File: src/rtl/core/sfcc_pkg.sv
// ----------------------------------------------------------------------------
// sfcc_pkg: shared types, constants and a function
// CRC-8 step function, conversion gains and offsets, fixed-point types.
// ----------------------------------------------------------------------------
`default_nettype none

package sfcc_pkg;

    // CRC-8, polynomial x^8+x^5+x^4+1, MSB first, no reflection, no final XOR
    localparam logic [7:0] CRC_INIT = 8'hFF;
    localparam logic [7:0] CRC_POLY = 8'h31;

    // 2^16 - 1; reading = round(gain * raw / FULL_SCALE) + offset (0 for RH)
    localparam logic [16:0] FULL_SCALE = 17'd65535;
    localparam logic [15:0] HALF_SCALE = 16'd32768;

    localparam logic [8:0] CEL_GAIN = 9'd175;   // degC span
    localparam logic [8:0] FAH_GAIN = 9'd315;   // 175 * 9 / 5
    localparam logic [8:0] HUM_GAIN = 9'd100;

    localparam logic signed [9:0] CEL_OFFSET = -10'sd45;
    localparam logic signed [9:0] FAH_OFFSET = -10'sd49;  // -45 * 9 / 5 + 32
    localparam logic [9:0]        HUM_MAX    = 10'd100;

    typedef logic [24:0] prod_t;   // gain * raw, below 2^25
    typedef logic [8:0]  quot_t;   // prod >> 16
    typedef logic [16:0] rem_t;    // low half plus quotient estimate
    typedef logic [9:0]  round_t;  // rounded quotient, 0..315

    function automatic logic [7:0] crc8_byte(input logic [7:0] crc_in,
                                             input logic [7:0] data);
        logic [7:0] c;
        c = crc_in ^ data;
        for (int b = 0; b < 8; b++)
        begin
            if (c[7])
                c = {c[6:0], 1'b0} ^ CRC_POLY;
            else
                c = {c[6:0], 1'b0};
        end
        return c;
    endfunction

endpackage

`default_nettype wire

File: src/rtl/core/sfcc_frame_if.sv
// ----------------------------------------------------------------------------
// sfcc_frame_if: sensor frame channel
// Valid/ready channel carrying one six-byte temperature and humidity frame.
// ----------------------------------------------------------------------------
`default_nettype none

interface sfcc_frame_if;
    logic       valid;
    logic       ready;
    logic [7:0] temp_msb;
    logic [7:0] temp_lsb;
    logic [7:0] temp_check;
    logic [7:0] hum_msb;
    logic [7:0] hum_lsb;
    logic [7:0] hum_check;

    modport source (output valid, output temp_msb, output temp_lsb, output temp_check,
                    output hum_msb, output hum_lsb, output hum_check, input ready);
    modport sink   (input valid, input temp_msb, input temp_lsb, input temp_check,
                    input hum_msb, input hum_lsb, input hum_check, output ready);
endinterface

`default_nettype wire

File: src/rtl/core/sfcc_result_if.sv
// ----------------------------------------------------------------------------
// sfcc_result_if: converted reading channel
// Valid/ready channel carrying CRC status and the rounded readings.
// ----------------------------------------------------------------------------
`default_nettype none

interface sfcc_result_if;
    logic              valid;
    logic              ready;
    logic              temp_ok;
    logic              hum_ok;
    logic              reading_valid;
    logic signed [8:0] celsius;
    logic signed [9:0] fahrenheit;
    logic [6:0]        humidity_pct;

    modport source (output valid, output temp_ok, output hum_ok, output reading_valid,
                    output celsius, output fahrenheit, output humidity_pct,
                    input ready);
    modport sink   (input valid, input temp_ok, input hum_ok, input reading_valid,
                    input celsius, input fahrenheit, input humidity_pct,
                    output ready);
endinterface

`default_nettype wire

File: src/rtl/core/sensor_frame_check_convert.sv
// ----------------------------------------------------------------------------
// sensor_frame_check_convert: sensor frame CRC check and unit conversion
// Takes one frame per cycle unless the pipeline is full and the output is
// stalled, and returns one result item per frame. Each raw word is checked
// against its CRC-8 (poly 0x31, init 0xFF). When both match, reading_valid
// is set and the block gives round(-45 + 175*T/65535) degC, the matching
// degF from the unrounded Celsius value, and round(100*H/65535) percent RH;
// otherwise the three readings are zero. The three-stage pipeline (first CRC
// byte and constant multiply, second CRC byte and quotient estimate,
// correction and rounding into the output register) passes one item per
// cycle, and each stage holds its item while the next is stalled.
// ----------------------------------------------------------------------------
`default_nettype none

module sensor_frame_check_convert (
    input  wire             clk,
    input  wire             rst_n,
    sfcc_frame_if.sink      frame,
    sfcc_result_if.source   reading
);

    // ---------------- stage handshake ----------------
    logic v1_reg, v2_reg, v3_reg;
    logic load1, load2, load3;

    assign load3       = !v3_reg || reading.ready;
    assign load2       = !v2_reg || load3;
    assign load1       = !v1_reg || load2;
    assign frame.ready = load1;

    always_ff @(posedge clk or negedge rst_n)
    begin
        if (!rst_n)
        begin
            v1_reg <= 1'b0;
            v2_reg <= 1'b0;
            v3_reg <= 1'b0;
        end
        else
        begin
            if (load1)
                v1_reg <= frame.valid;
            if (load2)
                v2_reg <= v1_reg;
            if (load3)
                v3_reg <= v2_reg;
        end
    end

    // ---------------- stage 1: first CRC byte, gain multiply ----------------
    logic [7:0]     t_lsb1_reg, h_lsb1_reg;
    logic [7:0]     t_crc1_reg, h_crc1_reg;
    logic [7:0]     t_chk1_reg, h_chk1_reg;
    sfcc_pkg::prod_t cel_prod1_reg, fah_prod1_reg, hum_prod1_reg;
    logic [15:0]    t_raw, h_raw;

    assign t_raw = {frame.temp_msb, frame.temp_lsb};
    assign h_raw = {frame.hum_msb, frame.hum_lsb};

    always_ff @(posedge clk)
    begin
        if (load1)
        begin
            t_lsb1_reg    <= frame.temp_lsb;
            h_lsb1_reg    <= frame.hum_lsb;
            t_crc1_reg    <= sfcc_pkg::crc8_byte(sfcc_pkg::CRC_INIT, frame.temp_msb);
            h_crc1_reg    <= sfcc_pkg::crc8_byte(sfcc_pkg::CRC_INIT, frame.hum_msb);
            t_chk1_reg    <= frame.temp_check;
            h_chk1_reg    <= frame.hum_check;
            cel_prod1_reg <= sfcc_pkg::prod_t'(t_raw) * sfcc_pkg::prod_t'(sfcc_pkg::CEL_GAIN);
            fah_prod1_reg <= sfcc_pkg::prod_t'(t_raw) * sfcc_pkg::prod_t'(sfcc_pkg::FAH_GAIN);
            hum_prod1_reg <= sfcc_pkg::prod_t'(h_raw) * sfcc_pkg::prod_t'(sfcc_pkg::HUM_GAIN);
        end
    end

    // ---------------- stage 2: second CRC byte, quotient estimate ----------------
    // p / 65535: q0 = p >> 16 is at most one short; remainder p - q0*65535
    // equals low half + q0, which stays below 2*65535.
    logic            t_ok2_reg, h_ok2_reg;
    sfcc_pkg::quot_t cel_q2_reg, fah_q2_reg, hum_q2_reg;
    sfcc_pkg::rem_t  cel_r2_reg, fah_r2_reg, hum_r2_reg;

    always_ff @(posedge clk)
    begin
        if (load2)
        begin
            t_ok2_reg  <= sfcc_pkg::crc8_byte(t_crc1_reg, t_lsb1_reg) == t_chk1_reg;
            h_ok2_reg  <= sfcc_pkg::crc8_byte(h_crc1_reg, h_lsb1_reg) == h_chk1_reg;
            cel_q2_reg <= cel_prod1_reg[24:16];
            fah_q2_reg <= fah_prod1_reg[24:16];
            hum_q2_reg <= hum_prod1_reg[24:16];
            cel_r2_reg <= {1'b0, cel_prod1_reg[15:0]} + sfcc_pkg::rem_t'(cel_prod1_reg[24:16]);
            fah_r2_reg <= {1'b0, fah_prod1_reg[15:0]} + sfcc_pkg::rem_t'(fah_prod1_reg[24:16]);
            hum_r2_reg <= {1'b0, hum_prod1_reg[15:0]} + sfcc_pkg::rem_t'(hum_prod1_reg[24:16]);
        end
    end

    // ---------------- stage 3: correction, rounding, offsets ----------------
    function automatic sfcc_pkg::round_t round_scale(input sfcc_pkg::quot_t q0,
                                                     input sfcc_pkg::rem_t r0);
        sfcc_pkg::round_t q;
        logic [15:0]      r;
        if (r0 >= sfcc_pkg::FULL_SCALE)
        begin
            q = sfcc_pkg::round_t'(q0) + 10'd1;
            r = 16'(r0 - sfcc_pkg::FULL_SCALE);
        end
        else
        begin
            q = sfcc_pkg::round_t'(q0);
            r = r0[15:0];
        end
        // odd divisor: no exact ties
        if (r >= sfcc_pkg::HALF_SCALE)
            q = q + 10'd1;
        return q;
    endfunction

    sfcc_pkg::round_t cel_round, fah_round, hum_round;
    logic             both_ok;
    logic signed [9:0] cel_full, fah_full;
    logic signed [8:0] celsius_next;
    logic signed [9:0] fahrenheit_next;
    logic [6:0]        humidity_next;

    always_comb
    begin
        cel_round = round_scale(cel_q2_reg, cel_r2_reg);
        fah_round = round_scale(fah_q2_reg, fah_r2_reg);
        hum_round = round_scale(hum_q2_reg, hum_r2_reg);
        both_ok   = t_ok2_reg && h_ok2_reg;
        cel_full  = $signed(cel_round) + sfcc_pkg::CEL_OFFSET;
        fah_full  = $signed(fah_round) + sfcc_pkg::FAH_OFFSET;
        if (both_ok)
        begin
            celsius_next    = cel_full[8:0];
            fahrenheit_next = fah_full;
            humidity_next   = (hum_round > sfcc_pkg::HUM_MAX) ? sfcc_pkg::HUM_MAX[6:0]
                                                               : hum_round[6:0];
        end
        else
        begin
            celsius_next    = '0;
            fahrenheit_next = '0;
            humidity_next   = '0;
        end
    end

    logic              temp_ok_reg, hum_ok_reg, reading_valid_reg;
    logic signed [8:0] celsius_reg;
    logic signed [9:0] fahrenheit_reg;
    logic [6:0]        humidity_reg;

    always_ff @(posedge clk)
    begin
        if (load3)
        begin
            temp_ok_reg       <= t_ok2_reg;
            hum_ok_reg        <= h_ok2_reg;
            reading_valid_reg <= both_ok;
            celsius_reg       <= celsius_next;
            fahrenheit_reg    <= fahrenheit_next;
            humidity_reg      <= humidity_next;
        end
    end

    assign reading.valid         = v3_reg;
    assign reading.temp_ok       = temp_ok_reg;
    assign reading.hum_ok        = hum_ok_reg;
    assign reading.reading_valid = reading_valid_reg;
    assign reading.celsius       = celsius_reg;
    assign reading.fahrenheit    = fahrenheit_reg;
    assign reading.humidity_pct  = humidity_reg;

    // ---------------- assertions ----------------
    a_valid_is_both_ok: assert property (@(posedge clk) disable iff (!rst_n)
        v3_reg |-> (reading_valid_reg == (temp_ok_reg && hum_ok_reg)))
        else $error("reading_valid disagrees with CRC status");

    a_zero_on_fail: assert property (@(posedge clk) disable iff (!rst_n)
        (v3_reg && !reading_valid_reg) |->
            (celsius_reg == 9'sd0 && fahrenheit_reg == 10'sd0 && humidity_reg == 7'd0))
        else $error("nonzero reading on CRC failure");

    a_ranges: assert property (@(posedge clk) disable iff (!rst_n)
        (v3_reg && reading_valid_reg) |->
            (humidity_reg <= 7'd100 && celsius_reg >= -9'sd45 && celsius_reg <= 9'sd130
             && fahrenheit_reg >= -10'sd49 && fahrenheit_reg <= 10'sd266))
        else $error("reading out of range");

    a_stall_holds_stage3: assert property (@(posedge clk) disable iff (!rst_n)
        (v3_reg && !reading.ready) |=> (v3_reg && $stable(celsius_reg)
                                        && $stable(fahrenheit_reg) && $stable(humidity_reg)))
        else $error("output stage changed while stalled");

    a_no_accept_when_full: assert property (@(posedge clk) disable iff (!rst_n)
        (v1_reg && v2_reg && v3_reg && !reading.ready) |-> !frame.ready)
        else $error("frame accepted into a full pipeline");

endmodule

`default_nettype wire

File: src/flat_wrapper.sv
// flat-port wrapper written by rule: the top's interface ports become plain ports
module sensor_frame_check_convert_flat 
  (clk, rst_n, frame_valid, frame_temp_msb, frame_temp_lsb, frame_temp_check, frame_hum_msb, frame_hum_lsb, frame_hum_check, frame_ready, reading_valid, reading_temp_ok, reading_hum_ok, reading_reading_valid, reading_celsius, reading_fahrenheit, reading_humidity_pct, reading_ready);
  sfcc_frame_if frame_i ();
  sfcc_result_if reading_i ();
  input  wire clk;
  input  wire rst_n;
  input wire logic [$bits(frame_i.valid)-1:0] frame_valid;
  input wire logic [$bits(frame_i.temp_msb)-1:0] frame_temp_msb;
  input wire logic [$bits(frame_i.temp_lsb)-1:0] frame_temp_lsb;
  input wire logic [$bits(frame_i.temp_check)-1:0] frame_temp_check;
  input wire logic [$bits(frame_i.hum_msb)-1:0] frame_hum_msb;
  input wire logic [$bits(frame_i.hum_lsb)-1:0] frame_hum_lsb;
  input wire logic [$bits(frame_i.hum_check)-1:0] frame_hum_check;
  output wire logic [$bits(frame_i.ready)-1:0] frame_ready;
  output wire logic [$bits(reading_i.valid)-1:0] reading_valid;
  output wire logic [$bits(reading_i.temp_ok)-1:0] reading_temp_ok;
  output wire logic [$bits(reading_i.hum_ok)-1:0] reading_hum_ok;
  output wire logic [$bits(reading_i.reading_valid)-1:0] reading_reading_valid;
  output wire logic [$bits(reading_i.celsius)-1:0] reading_celsius;
  output wire logic [$bits(reading_i.fahrenheit)-1:0] reading_fahrenheit;
  output wire logic [$bits(reading_i.humidity_pct)-1:0] reading_humidity_pct;
  input wire logic [$bits(reading_i.ready)-1:0] reading_ready;
  assign frame_i.valid = frame_valid;
  assign frame_i.temp_msb = frame_temp_msb;
  assign frame_i.temp_lsb = frame_temp_lsb;
  assign frame_i.temp_check = frame_temp_check;
  assign frame_i.hum_msb = frame_hum_msb;
  assign frame_i.hum_lsb = frame_hum_lsb;
  assign frame_i.hum_check = frame_hum_check;
  assign frame_ready = frame_i.ready;
  assign reading_valid = reading_i.valid;
  assign reading_temp_ok = reading_i.temp_ok;
  assign reading_hum_ok = reading_i.hum_ok;
  assign reading_reading_valid = reading_i.reading_valid;
  assign reading_celsius = reading_i.celsius;
  assign reading_fahrenheit = reading_i.fahrenheit;
  assign reading_humidity_pct = reading_i.humidity_pct;
  assign reading_i.ready = reading_ready;
  sensor_frame_check_convert u_core (.clk(clk), .rst_n(rst_n), .frame(frame_i), .reading(reading_i));
endmodule
File: config.mk
export PLATFORM = sky130hd
export DESIGN_NAME = sensor_frame_check_convert_flat
export DESIGN_NICKNAME = d
export VERILOG_FILES = /design/src/rtl/core/sfcc_pkg.sv /design/src/rtl/core/sfcc_frame_if.sv /design/src/rtl/core/sfcc_result_if.sv /design/src/rtl/core/sensor_frame_check_convert.sv /design/src/flat_wrapper.sv
export SDC_FILE = /design/constraint.sdc
export NUM_CORES = 1
export LEC_CHECK = 0
export BUFFER_PORTS_ARGS = -buffer_cell sky130_fd_sc_hd__buf_4
export CAP_MARGIN = 20
export CORE_MARGIN = 5
export CORE_UTILIZATION = 55
export CTS_CLUSTER_DIAMETER = 150
export DETAILED_ROUTE_END_ITERATION = 7
export MAX_ROUTING_LAYER = met4
export PLACE_DENSITY_LB_ADDON = 0.2
export SETUP_SLACK_MARGIN = 0.4
export SYNTH_ARGS = -nofsm -noshare
export SYNTH_HDL_FRONTEND = slang
export SYNTH_SLANG_ARGS = --single-unit
File: constraint.sdc
create_clock -name clk -period 7 [get_ports clk]
set_input_delay 0.7 -clock clk [delete_from_list [all_inputs] [get_ports clk]]
set_output_delay 0.7 -clock clk [all_outputs]
set_load 0.02 [all_outputs]
* After elaboration in Yosys (flattened, before gate mapping)
Cells that the tools add are included.
Storage, ports and cells: register bits 227, input bits 52, output and inout bits 31, word-level logic and storage cells 172
Cells by class: add/sub/neg operators 14, multipliers 3, order comparisons 7, equal/unequal tests 2, muxes and demuxes 72, bitwise operators 37, reductions and logical operators 8
Operator list (count):
- two-way mux 8 bit | 30
- two-way mux 6 bit | 32
- NOT 3 bit | 32
- greater-or-equal comparator 17 x 16 -> 1 bit (second input constant) | 3
- greater-or-equal comparator 16 bit (second input constant) | 3
- two-way mux 16 bit | 3
- subtractor 16 bit (second input constant) | 3
- two-way mux 10 bit | 4
- multiplier 16 x 9 -> 25 bit (second input constant) | 1
- multiplier 16 x 8 -> 24 bit (second input constant) | 1
- multiplier 16 x 5 -> 21 bit (second input constant) | 1
- adder 10 x 1 -> 10 bit (second input constant) | 2
- two-way mux 9 bit | 2
- adder 16 x 7 -> 17 bit | 1
- adder 16 x 8 -> 17 bit | 1
- adder 16 x 9 -> 17 bit | 1
- equality test 8 bit | 2
- NOT 8 bit | 2
- XOR 8 bit | 2
- adder 10 x 7 -> 10 bit (second input constant) | 1
- adder 9 x 1 -> 10 bit (second input constant) | 1
- greater-than comparator 10 x 7 -> 1 bit (second input constant) | 1
- adder 8 x 1 -> 9 bit (second input constant) | 1
- adder 9 x 1 -> 9 bit (second input constant) | 1
- 8 further kinds | 12

* Longest topological paths before layout
Gate-level depths: netlist of the first run.
word-level depth 26, mapped depth 18, gate-level depth less buffers 18

* Worst setup path after synthesis of the first run
No wires, ideal clock.
path kind in2reg, from in reading_ready, to reg u_core.cel_prod1_reg[10], enable pin, library setup time 1.602 ns, arrival 4.028 ns, required time 5.398 ns, setup slack 1.370 ns, stages 1, path buffers 0, path through nand4b_1
On the way: cells in the longest elaborated chain, start to end 3
RTL lines:
- start: declaration | RTL line flat_wrapper.sv:23 | input wire logic [$bits(reading_i.ready)-1:0] reading_ready;
- logical OR 1 bit | RTL line sensor_frame_check_convert.sv:26 | assign load3 = !v3_reg || reading.ready;
- logical OR 1 bit | RTL line sensor_frame_check_convert.sv:27 | assign load2 = !v2_reg || load3;
- logical OR 1 bit | RTL line sensor_frame_check_convert.sv:28 | assign load1 = !v1_reg || load2;
- end signal: assignment | RTL line sensor_frame_check_convert.sv:70 | cel_prod1_reg <= sfcc_pkg::prod_t'(t_raw) * sfcc_pkg::prod_t'(sfcc_pkg::CEL_GAIN);
- end: declaration | RTL line sensor_frame_check_convert.sv:54 | sfcc_pkg::prod_t cel_prod1_reg, fah_prod1_reg, hum_prod1_reg;
No other way between the ends. A chain may end at the register's enable or synchronous reset.

* Worst setup path in the final report of the first run
from in frame_temp_lsb[4], to reg u_core.fah_prod1_reg[23], data pin
On the way: cells in the longest elaborated chain, start to end 1
RTL lines:
- start: declaration | RTL line flat_wrapper.sv:10 | input wire logic [$bits(frame_i.temp_lsb)-1:0] frame_temp_lsb;
- multiplier 16 x 9 -> 25 bit | RTL line sensor_frame_check_convert.sv:71 | fah_prod1_reg <= sfcc_pkg::prod_t'(t_raw) * sfcc_pkg::prod_t'(sfcc_pkg::FAH_GAIN);
- end signal: assignment | RTL line sensor_frame_check_convert.sv:71
- end: declaration | RTL line sensor_frame_check_convert.sv:54
No other way between the ends.

==> metrics.cfg, run 1 <==
[timing]
setup_tns_ns = 0
final-max-slew-violation-count = 0
rsz0062_at_grt = false
worst_pin_slew_ns = 0.981
fmax_mhz = 195
period_needed_ns = 5.13
setup_violations = 0
slew_headroom_pct = 34.6
skew_ns = 0.0349
fin_crit_sh_pct = 73.3
hold_viol = 0

[global_routing]
grt_pass1_vias = 11600
antenna_found_initial = 1
grt_use_total_pct = 19.8
overflow = 0
grt_pass1_wl_um = 57100
grt_start_max_net_pins = 77

[job]
drv_cap = 0

[synthesis]
ys_top_cells_by_area = edfxtp_1 (36%), ha_1 (14%), fa_1 (13%)
synth_cells = 1654
synthFlopType = edfxtp_1
synth_xor_area_share_pct = 8.70
netlist_area_um2 = 17900
synth_seq_area_share_pct = 36.7
yosys_warnings = 0
synth_top_family_by_area = adder cells
yosysTopAreaCell = edfxtp_1
synth-seq-cells = 219
synth-compound-area-share_pct = 9.12
synth_enable_flop_cells = 216
synth_cell_type_count = 76
syn_nets = 2027
synth_mux_area_share_pct = 0.833
synth-simple-area-share_pct = 9.87
postSynthAreaPerCell_um2 = 10.8
synth_fa_ha_area_share_pct = 27.5
synth_top_area_share_pct = 36.3
synth-async-reset-ratio_pct = 1.37

[critical_path]
end_kind = flip-flop
cp_top_family = compound AO/OA/AOI/OAI gates
worst-path-buf-inv = 5
critPathMaxStageDelay_ns = 0.58
arrival_ns = 5.39
crit_chain = buf_4, ha_1, inv_1, fa_1, inv_1, ha_1, inv_1, fa_1, inv_1, ha_1, a21o_1, a21oi_1, o21ai_0, o311ai_0, a31oi_1, a2111oi_0, o21bai_1, a21oi_1, xnor2_1
worst_setup_path_start_kind = input port
worstPathMaxFanout = 11
cp.required_ns = 7.26
path_class = in -> reg
critPathMostFrequentCell = inv_1
cp_slowest_cell = fa_1

[detailed_routing]
detail-route-antenna-nets = 0
drt_wl_total_um = 34100
dr.pass1.iters = 5
vias_per_cell = 5.26
avgRoutedWirePerCell_um = 15.4
dr_total_vias = 11700
drc = 0
drt_iter0_drc = 640

[die]
ios = 83
fp.coreArea_um2 = 32300
dieArea_um2 = 36200
die_width_um = 190
num_rows = 66
die_y_um = 190
start_util_pct = 55.4

[power_and_ir_drop]
pwr-share-clk_pct = 16.0
p_leak_uw = 0.00901
p_total_uw = 7820
p_sw_uw = 3170
power_density_nw_per_um2 = 394
p_int_uw = 4660
p_comb_share_pct = 52.3
peakVddDrop_mv = 0.220
switching_share_pct = 40.5
seq_power_share_pct = 31.6

[clock_tree]
post_cts_buffers = 0
cts_htree_levels = 1
cts_root_buf = clkbuf_16
path_clk_slew_ns = 0.06
cts_made_buffers = 26
cts_tree = built
clock_path_buffers = 3
clkLatencyLatePin_ns = 0.55
cts.sinks = 219

[finish]
drive_gt1_share_pct = 9.02
syn2layout_area_growth_pct = 11.0
largest_reg_flops = 25
nNetsFinal = 2128

[place]
io_buffer_count = 82
place.gp.congestion = 0.897
dpl.hpwl_um = 27500

[worst_hold_path]
hold_class = in -> reg

[run_status]
status = complete, no violations

## worst reg2reg max path, delay by kind of cell (launching register included)
| kind | cells | cell delay (ns) |
|---|---|---|
| flops | 1 | 0.51 |
| mux | 1 | 0.26 |
| simple gates | 2 | 0.48 |
| buf+inv | 2 | 0.21 |
| compound gates | 5 | 1.64 |
| fa+ha+maj | 2 | 0.48 |
| xor+xnor | 1 | 0.08 |
## cells by family after synthesis
family                     after synthesis
buffers and inverters                  344
and+or+nand+nor                        338
adders and majority gates              321
AOI/OAI and AO/OA                      242
DFF                                    219
xor gates and xnor gates               176
muxes                                   14
## worst paths after layout
check	startpoint	endpoint	slack [ns]	cells past startpoint
worst min register to register	u_core.hum_prod1_reg[16]$_DFFE_PP_	u_core.hum_r2_reg[0]$_DFFE_PP_	0.42	0
min in group asynchronous	rst_n	u_core.reading.valid$_DFFE_PN0P_	0.49	2
worst max register to register	u_core.hum_r2_reg[0]$_DFFE_PP_	u_core.reading.humidity_pct[2]$_SDFFCE_PN0P_	3.10	13
worst min-delay path	frame_hum_check[1]	u_core.h_chk1_reg[1]$_DFFE_PP_	0.33	1
max in group asynchronous	rst_n	u_core.v2_reg$_DFFE_PN0P_	6.42	2
worst max-delay path	frame_temp_lsb[4]	u_core.fah_prod1_reg[23]$_DFFE_PP_	1.87	19
## layout make-up
type | instances | area, µm²
Clock inverter | 18 | 145
Fill cell | 2604 | 12500
Timing Repair Buffer | 88 | 663
Tap cell | 442 | 553
Multi-Input combinational cell | 1091 | 10000
Sequential cell | 219 | 6560
Inverter | 329 | 1230
Clock buffer | 28 | 658
Antenna cell | 1 | 2.50
## synthesized netlist by cell type, drive strengths merged (11+ instances only)
library cell and number:
inv 329, edfxtp 216, ha 201, xnor2 129
fa 120, nand2 77, nor2 73, a21oi 69
xor2 46, o21ai 42, nand3 35, a21o 23
nor3 21, nand4 19, and3 17, and2 15
nand2b 14, nor2b 13, a31oi 12, clkbuf 12
a21boi 11, nor4 11, or3 11
## per-stage QoR
stage,std cells,cell area (µm²),util [%],hold WS [ns],worst slack [ns]
after floorplan,1654,17900,-,0.400,1.37
after global placement,2168,19000,58.9,0.405,1.50
after detailed placement,2168,19000,58.9,0.407,1.41
after CTS,2215,19800,61.4,0.305,1.94
after global routing,2215,19800,61.4,0.305,1.58
final,2216,19800,61.4,0.327,1.87
## power by group through the flow
stage	clock network (µW)	registers [µW]	logic (µW)
2_1_floorplan	0	2400	3190
4_1_cts	1280	2480	4090
3_3_place_gp	0	2490	3990
5_1_grt	1340	2530	4630
3_5_place_dp	0	2500	4060
6_report	1250	2470	4090
## metal layers
metal,part of all wire [%],routed length (µm),GRT usage (%)
met1,48,16200,27.9
met4,2.2,738,4.39
met5,0,0,-
met3,4.5,1520,2.65
met2,46,15600,31.2
## placed cells by master (no fill, tap or decap), types with 46 or more instances in the layout
cell type	n
inv_1	329
edfxtp_1	216
ha_1	201
xnor2_1	129
fa_1	120
buf_4	87
nand2_1	77
nor2_1	73
a21oi_1	68
xor2_1	46
## what timing repair did
item / CTS / global route
endpoints found under the hold margin: 3 / 0
hold buffers: 1 / 0
resized for setup: 0 / 0
Power figures use the tool's default switching activity.
==> run 2, diff against run 1 <==
- ABC_AREA: not set -> 1
- clock period: 7 -> 4.1 ns (I/O delays scaled with it)
==> run 2 against run 1 <==
Register-to-register slack got worse by 2.0 ns. Clock power grew 55%. Non-clock buffer count rose by 122. Power up 98%. Count of clock-buffer cells in the layout stayed put.
==> metrics.cfg, run 2 <==
[detailed_routing]
avgRoutedWirePerCell_um = 14.8  ; was 15.4 µm
drt_iter0_drc = 584  ; was 640
detail-route-antenna-nets = 0  ; unchanged
dr.pass1.iters = 5  ; unchanged
drt_wl_total_um = 36900  ; was 34100 µm
vias_per_cell = 5.03  ; was 5.26
drc = 0  ; unchanged
dr_total_vias = 12600  ; was 11700

[place]
place_area_um2 = 20400  ; was 19000 µm²
place_inst = 2432  ; was 2168
dpl.hpwl_um = 30300  ; was 27500 µm
dp_slack_ns = -0.282  ; was 1.41 ns
place.gp.congestion = 0.883  ; was 0.897
io_buffer_count = 82  ; unchanged

[timing]
fin_ws_ns = 0.366  ; was 1.87 ns
skew_ns = 0.0236  ; was 0.0349 ns
hold_slack_ns = 0.0702  ; was 0.327 ns
hold_viol = 0  ; unchanged
setup_tns_ns = 0  ; unchanged
final-max-slew-violation-count = 0  ; unchanged
fmax_mhz = 268
rsz0062_at_grt = true  ; was false
setup_violations = 0  ; unchanged
fin_crit_sh_pct = 91.1
period_needed_ns = 3.73
slew_headroom_pct = 40.2  ; was 34.6%
worst_pin_slew_ns = 0.898  ; was 0.981 ns

[clock_tree]
cts_tree = built  ; unchanged
cts_htree_levels = 1  ; unchanged
path_clk_slew_ns = 0.06  ; about the same
clkLatencyLatePin_ns = 0.52  ; was 0.55 ns
cts_made_buffers = 23  ; was 26
clock_path_buffers = 3  ; unchanged
cts_root_buf = clkbuf_16  ; unchanged
cts.sinks = 219  ; unchanged

[power_and_ir_drop]
p_int_uw = 9110  ; was 4660 µW
p_leak_uw = 0.0102  ; was 0.00901 µW
power_density_nw_per_um2 = 712  ; was 394 nW/µm²
pwr-share-clk_pct = 12.5  ; was 16.0%
p_comb_share_pct = 60.0  ; was 52.3%
switching_share_pct = 41.3  ; was 40.5%
p_sw_uw = 6410  ; was 3170 µW
seq_power_share_pct = 27.5  ; was 31.6%
peakVddDrop_mv = 0.480  ; was 0.220 mV

[finish]
final_common_cell = inv_1  ; unchanged
largest_reg_flops = 25  ; unchanged
fin_area_um2 = 21800  ; was 19800 µm²
syn2layout_area_growth_pct = 20.5  ; was 11.0%
diodes = 0  ; was 1
nNetsFinal = 2413  ; was 2128
nFillCells = 2482  ; was 2604
stdcell_count = 2498  ; was 2216
drive_gt1_share_pct = 21.6  ; was 9.02%
final_cell_mix = inv_1 (365), edfxtp_1 (216), nand2_1 (212)  ; was inv_1 (329), edfxtp_1 (216), ha_1 (201)

[synthesis]
netlist_area_um2 = 18100  ; was 17900 µm²
synth_seq_area_share_pct = 36.3  ; was 36.7%
ys_top_cells_by_count = inv_1 (394), nand2_1 (225), edfxtp_1 (216)  ; was inv_1 (329), edfxtp_1 (216), ha_1 (201)
synthFlopType = edfxtp_1  ; unchanged
synth_top_area_share_pct = 35.9  ; was 36.3%
yosys_warnings = 0  ; unchanged
syn_nets = 2183  ; was 2027
synth-seq-cells = 219  ; unchanged
synth_cells = 1810  ; was 1654
synth-async-reset-ratio_pct = 1.37  ; unchanged
synth_cell_type_count = 55  ; was 76
postSynthAreaPerCell_um2 = 9.99  ; was 10.8 µm²
yosysTopAreaCell = edfxtp_1  ; unchanged
yosysMostFrequentCell = inv_1  ; unchanged
synth_enable_flop_cells = 216  ; unchanged
ys_top_cells_by_area = edfxtp_1 (36%), ha_1 (14%), fa_1 (13%)  ; unchanged

[global_routing]
grt_pass1_wl_um = 61100  ; was 57100 µm
antenna_found_initial = 1  ; unchanged
grt_start_max_net_pins = 76  ; was 77
grt_use_total_pct = 21.1  ; was 19.8%
grt_pass1_vias = 12600  ; was 11600
overflow = 0  ; unchanged

[critical_path]
path_class = in -> reg  ; unchanged
worst_setup_path_start_kind = input port  ; unchanged
reg2reg_slack_ns = 1.15  ; was 3.10 ns
arrival_ns = 4.00  ; was 5.39 ns
end_kind = flip-flop  ; unchanged
worstPathMaxFanout = 8  ; was 11
cp.required_ns = 4.36  ; was 7.26 ns

[die]
dieArea_um2 = 36600  ; was 36200 µm²
num_rows = 66  ; unchanged
die_y_um = 191  ; was 190 µm
start_util_pct = 55.7  ; was 55.4%
ios = 83  ; unchanged
fp.coreArea_um2 = 32500  ; was 32300 µm²
die_width_um = 191  ; was 190 µm

[run_status]
status = complete, no violations  ; unchanged

[job]
drv_cap = 0  ; unchanged

[worst_hold_path]
hold_class = in -> reg  ; unchanged

run 2: timing repair:
item                                   in CTS  in global routing
setup endpoints to repair                  10                 20
resized for setup                          21                 94
pin swaps                                  16                 68
setup buffers                               9                 15
hold buffers                                1                  0
endpoints found under the hold margin       3                  0
run 2: logic make-up after synthesis:
| group | Yosys count | share of synthesized area, % |
|---|---|---|
| simple gates | 499 | 13.1 |
| xor+xnor | 188 | 9.11 |
| compound gates | 177 | 5.69 |
| buf+inv | 406 | 8.61 |
| flops | 219 | 36.3 |
| fa+ha+maj | 321 | 27.2 |
run 2: worst max-delay path: stages:
cell	delay, ns
buf_12	0.12
buf_6	0.11
ha_4	0.28
inv_2	0.04
fa_1	0.47
inv_1	0.05
fa_1	0.47
inv_1	0.05
fa_1	0.49
inv_2	0.05
ha_4	0.21
a21o_1	0.20
nand3_2	0.06
nand2_1	0.05
nand2_1	0.06
o211ai_1	0.13
a21oi_2	0.17
o21ai_1	0.10
nand3_1	0.11
nand2_2	0.07
nand3_2	0.07
nand2_2	0.05
xor2_1	0.16
run 2: power by group through the flow:
stage          Combinational [µW]  Sequential, µW  Clock, µW
2_1_floorplan                5950            4140          0
5_1_grt                     10400            4360       2090
6_report                     9310            4270       1940
4_1_cts                      8680            4260       1980
3_5_place_dp                 8420            4310          0
3_3_place_gp                 8220            4280          0
run 2: layer usage:
metal	routed length, µm	part of all wire (%)	GRT usage, %	vias to the layer above
li1	-	-	-	6330
met1	17300	47	29.8	5994
met2	17700	48	33.8	209
met3	1460	3.9	2.39	41
met4	467	1.3	3.34	0
met5	0	0	-	-
run 2: final timing paths:
| path | depth (start not counted) | start | to |
|---|---|---|---|
| hold reg to reg | 2 | u_core.v2_reg$_DFFE_PN0P_ | u_core.reading.valid$_DFFE_PN0P_ |
| max in group asynchronous | 2 | rst_n | u_core.v2_reg$_DFFE_PN0P_ |
| min in group asynchronous | 2 | rst_n | u_core.v1_reg$_DFFE_PN0P_ |
| setup reg to reg | 20 | u_core.cel_r2_reg[0]$_DFFE_PP_ | u_core.reading.celsius[8]$_SDFFCE_PN0P_ |
| setup / recovery | 23 | frame_temp_lsb[5] | u_core.cel_prod1_reg[21]$_DFFE_PP_ |
| hold / removal | 1 | frame_hum_check[2] | u_core.h_chk1_reg[2]$_DFFE_PP_ |
run 2: layout make-up:
cell class	count	area [µm²]	share of cell area, %
clock buffers	28	594	2.73
clock inverters	13	105	0.482
inverters	401	1510	6.91
multi-input cells	1185	10800	49.4
flip-flops and latches	219	6560	30.1
well taps	442	553	2.54
repair buffers	210	1710	7.84
run 2: stage by stage:
step           utilization [%]  power [µW]
2_1_floorplan                -       10100
3_3_place_gp              62.8       12500
3_5_place_dp              62.8       12700
4_1_cts                   65.5       14900
5_1_grt                   67.1       16900
6_report                  67.1       15500
==> run 3, diff against run 2 <==
- PLACE_DENSITY: not set -> 0.75
- PLACE_DENSITY_LB_ADDON: 0.2 -> not set
==> run 3 against run 2 <==
First-iteration DRC count increased by 17%. Cell area decreased by 0.81%. Cell count decreased by 0.76%. Clock skew decreased by 0.0097 ns. Die area unchanged. Worst hold slack about the same. Maximum frequency increased by 0.63%. Combinational power decreased by 2%. Worst setup slack improved by 0.023 ns. Global-route usage increased by 0.25 points. Register-to-register slack got worse by 0.19 ns. Critical endpoint is now u_core.fah_prod1_reg[22]$_DFFE_PP_. Largest cell class unchanged.
==> metrics.cfg, run 3 (same netlist as run 2, synthesis figures left out) <==
[power_and_ir_drop]
power_density_nw_per_um2 = 716  ; was 712 nW/µm²
peakVddDrop_mv = 0.541  ; was 0.480 mV
p_leak_uw = 0.0101  ; was 0.0102 µW

[global_routing]
grt_start_max_net_pins = 76  ; unchanged
overflow = 0  ; unchanged
grt_use_total_pct = 21.3  ; was 21.1%
antenna_found_initial = 0  ; was 1
grt-busiest-layer = met2  ; unchanged
met3_usage_pct = 1.59  ; was 2.39%
met2_usage_pct = 35.7  ; was 33.8%
grt_pass1_wl_um = 61900  ; was 61100 µm
grt_use_met1_pct = 29.1  ; was 29.8%
grt_pass1_vias = 12900  ; was 12600

[timing]
skew_ns = 0.0139  ; was 0.0236 ns
fmax_mhz = 269  ; was 268 MHz
fin_crit_sh_pct = 90.5  ; was 91.1%
final-max-slew-violation-count = 0  ; unchanged
rsz0062_at_grt = true  ; unchanged
period_needed_ns = 3.71  ; was 3.73 ns
setup_violations = 0  ; unchanged
slew_headroom_pct = 37.6  ; was 40.2%
worst_pin_slew_ns = 0.936  ; was 0.898 ns
hold_viol = 0  ; unchanged
fin_ws_ns = 0.389  ; was 0.366 ns

[die]
fp.coreArea_um2 = 32500  ; unchanged
num_rows = 66  ; unchanged
die_width_um = 191  ; unchanged
dieArea_um2 = 36600  ; unchanged
die_y_um = 191  ; unchanged
ios = 83  ; unchanged
start_util_pct = 55.7  ; unchanged

[critical_path]
r2r-start = u_core.fah_prod1_reg[0]$_DFFE_PP_  ; was u_core.cel_r2_reg[0]$_DFFE_PP_
worst-path-buf-inv = 5  ; was 6
cp_top_family = adder cells  ; unchanged
arrival_ns = 3.97  ; was 4.00 ns
cp.required_ns = 4.35  ; was 4.36 ns
crit_chain = buf_6, clkinvlp_4, fa_1, inv_1, ha_1, fa_1, inv_1, fa_1, inv_1, ha_1, a21oi_2, nor2_1, a211oi_2, nand2_1, nand3_1, nand2_1, xor2_1  ; was buf_12, buf_6, ha_4, inv_2, fa_1, inv_1, fa_1, inv_1, fa_1, inv_2, ha_4, a21o_1, nand3_2, nand2_1, nand2_1, o211ai_1, a21oi_2, o21ai_1, nand3_1, nand2_2, nand3_2, nand2_2, xor2_1
critPathMaxStageDelay_ns = 0.56  ; was 0.49 ns
path_class = in -> reg  ; unchanged
cp_slowest_cell = fa_1  ; unchanged
reg2reg_depth = 12  ; was 20
end_kind = flip-flop  ; unchanged
worstPathMaxFanout = 5  ; was 8
worst_r2r_endpoint = u_core.cel_r2_reg[16]$_DFFE_PP_  ; was u_core.reading.celsius[8]$_SDFFCE_PN0P_
worst_setup_path_start_kind = input port  ; unchanged
reg2reg_slack_ns = 0.96  ; was 1.15 ns

[clock_tree]
cts.sinks = 219  ; unchanged
path_clk_slew_ns = 0.06  ; about the same
cts_made_buffers = 23  ; unchanged
cts_htree_levels = 1  ; unchanged
clock_path_buffers = 3  ; unchanged
cts_tree = built  ; unchanged
cts_root_buf = clkbuf_16  ; unchanged
clkLatencyLatePin_ns = 0.52  ; about the same

[detailed_routing]
dr_total_vias = 12600  ; about the same
avgRoutedWirePerCell_um = 15.2  ; was 14.8 µm
drt_wl_total_um = 37700  ; was 36900 µm
dr.pass1.iters = 5  ; unchanged
vias_per_cell = 5.08  ; was 5.03
drt_iter0_drc = 683  ; was 584
drc = 0  ; unchanged
detail-route-antenna-nets = 0  ; unchanged

[place]
place.gp.congestion = 0.877  ; was 0.883
io_buffer_count = 82  ; unchanged
dp_slack_ns = -0.246  ; was -0.282 ns
dpl.hpwl_um = 30200  ; was 30300 µm

[finish]
drive_gt1_share_pct = 20.3  ; was 21.6%
nNetsFinal = 2396  ; was 2413
final_common_cell = inv_1  ; unchanged
finish.utilization_pct = 66.6  ; was 67.1%
final_cell_mix = inv_1 (368), edfxtp_1 (216), nand2_1 (213)  ; was inv_1 (365), edfxtp_1 (216), nand2_1 (212)
syn2layout_area_growth_pct = 19.6  ; was 20.5%
largest_reg_flops = 25  ; unchanged
diodes = 0  ; unchanged

[worst_hold_path]
hold_depth = 1  ; unchanged
min_to = u_core.h_chk1_reg[2]$_DFFE_PP_  ; unchanged
hold_class = in -> reg  ; unchanged
worstHoldStart = frame_hum_check[2]  ; unchanged

[run_status]
status = complete, no violations  ; unchanged

[job]
drv_cap = 0  ; unchanged

-- run 3: how the worst max path moves through the flow --
stage | from | end | slack, ns | depth (start not counted)
floorplan | frame_temp_lsb[3] | u_core.fah_prod1_reg[22]$_DFFE_PP_ | 0.14 | 18
global placement | frame_temp_lsb[3] | u_core.fah_prod1_reg[22]$_DFFE_PP_ | -0.15 | 19
detailed placement | frame_temp_lsb[3] | u_core.fah_prod1_reg[22]$_DFFE_PP_ | -0.25 | 19
CTS | frame_temp_lsb[3] | u_core.fah_prod1_reg[22]$_DFFE_PP_ | 0.39 | 19
global route | frame_temp_msb[1] | u_core.fah_prod1_reg[22]$_DFFE_PP_ | 0.25 | 19
finish | frame_temp_msb[5] | u_core.fah_prod1_reg[22]$_DFFE_PP_ | 0.39 | 17
-- run 3: power by group --
group	leakage [µW]	total, µW	internal [µW]	switching [µW]
registers	0.00227	4250	3730	524
clock network	0.000362	2060	1210	855
logic	0.00750	9150	4160	4990
-- run 3: timing repair --
action,CTS,global route
setup endpoints to repair,11,19
hold endpoints to repair,3,0
buffers inserted,1,12
hold buffers,1,0
gates resized for setup,8,91
pin swaps,9,33
-- run 3: routing by layer --
layer  wire length, µm  share of wire, %
met3              1310               3.5
met5                 0                 0
met2             18700                50
met4               683               1.8
met1             17000                45
-- run 3: cell type report --
type                       count  area (µm²)
sequential                   219        6560
multi-input combinational   1185       10700
inverter                     401        1520
tap                          442         553
clock buffer                  29         628
fill                        2422       10800
clock inverter                10         109
timing repair buffer         193        1590
-- run 3: metrics by stage --
step / area, µm² / setup TNS (ns) / instances / total power, µW / hold slack, ns
3_3_place_gp: 20400 / -1.26 / 2426 / 12400 / 0.203
2_1_floorplan: 18500 / 0 / 1810 / 10100 / 0.114
6_report: 21600 / 0 / 2479 / 15500 / 0.0701
5_1_grt: 21600 / 0 / 2479 / 16800 / 0.0528
4_1_cts: 21100 / 0 / 2467 / 14900 / 0.0522
3_5_place_dp: 20400 / -2.62 / 2426 / 12700 / 0.207
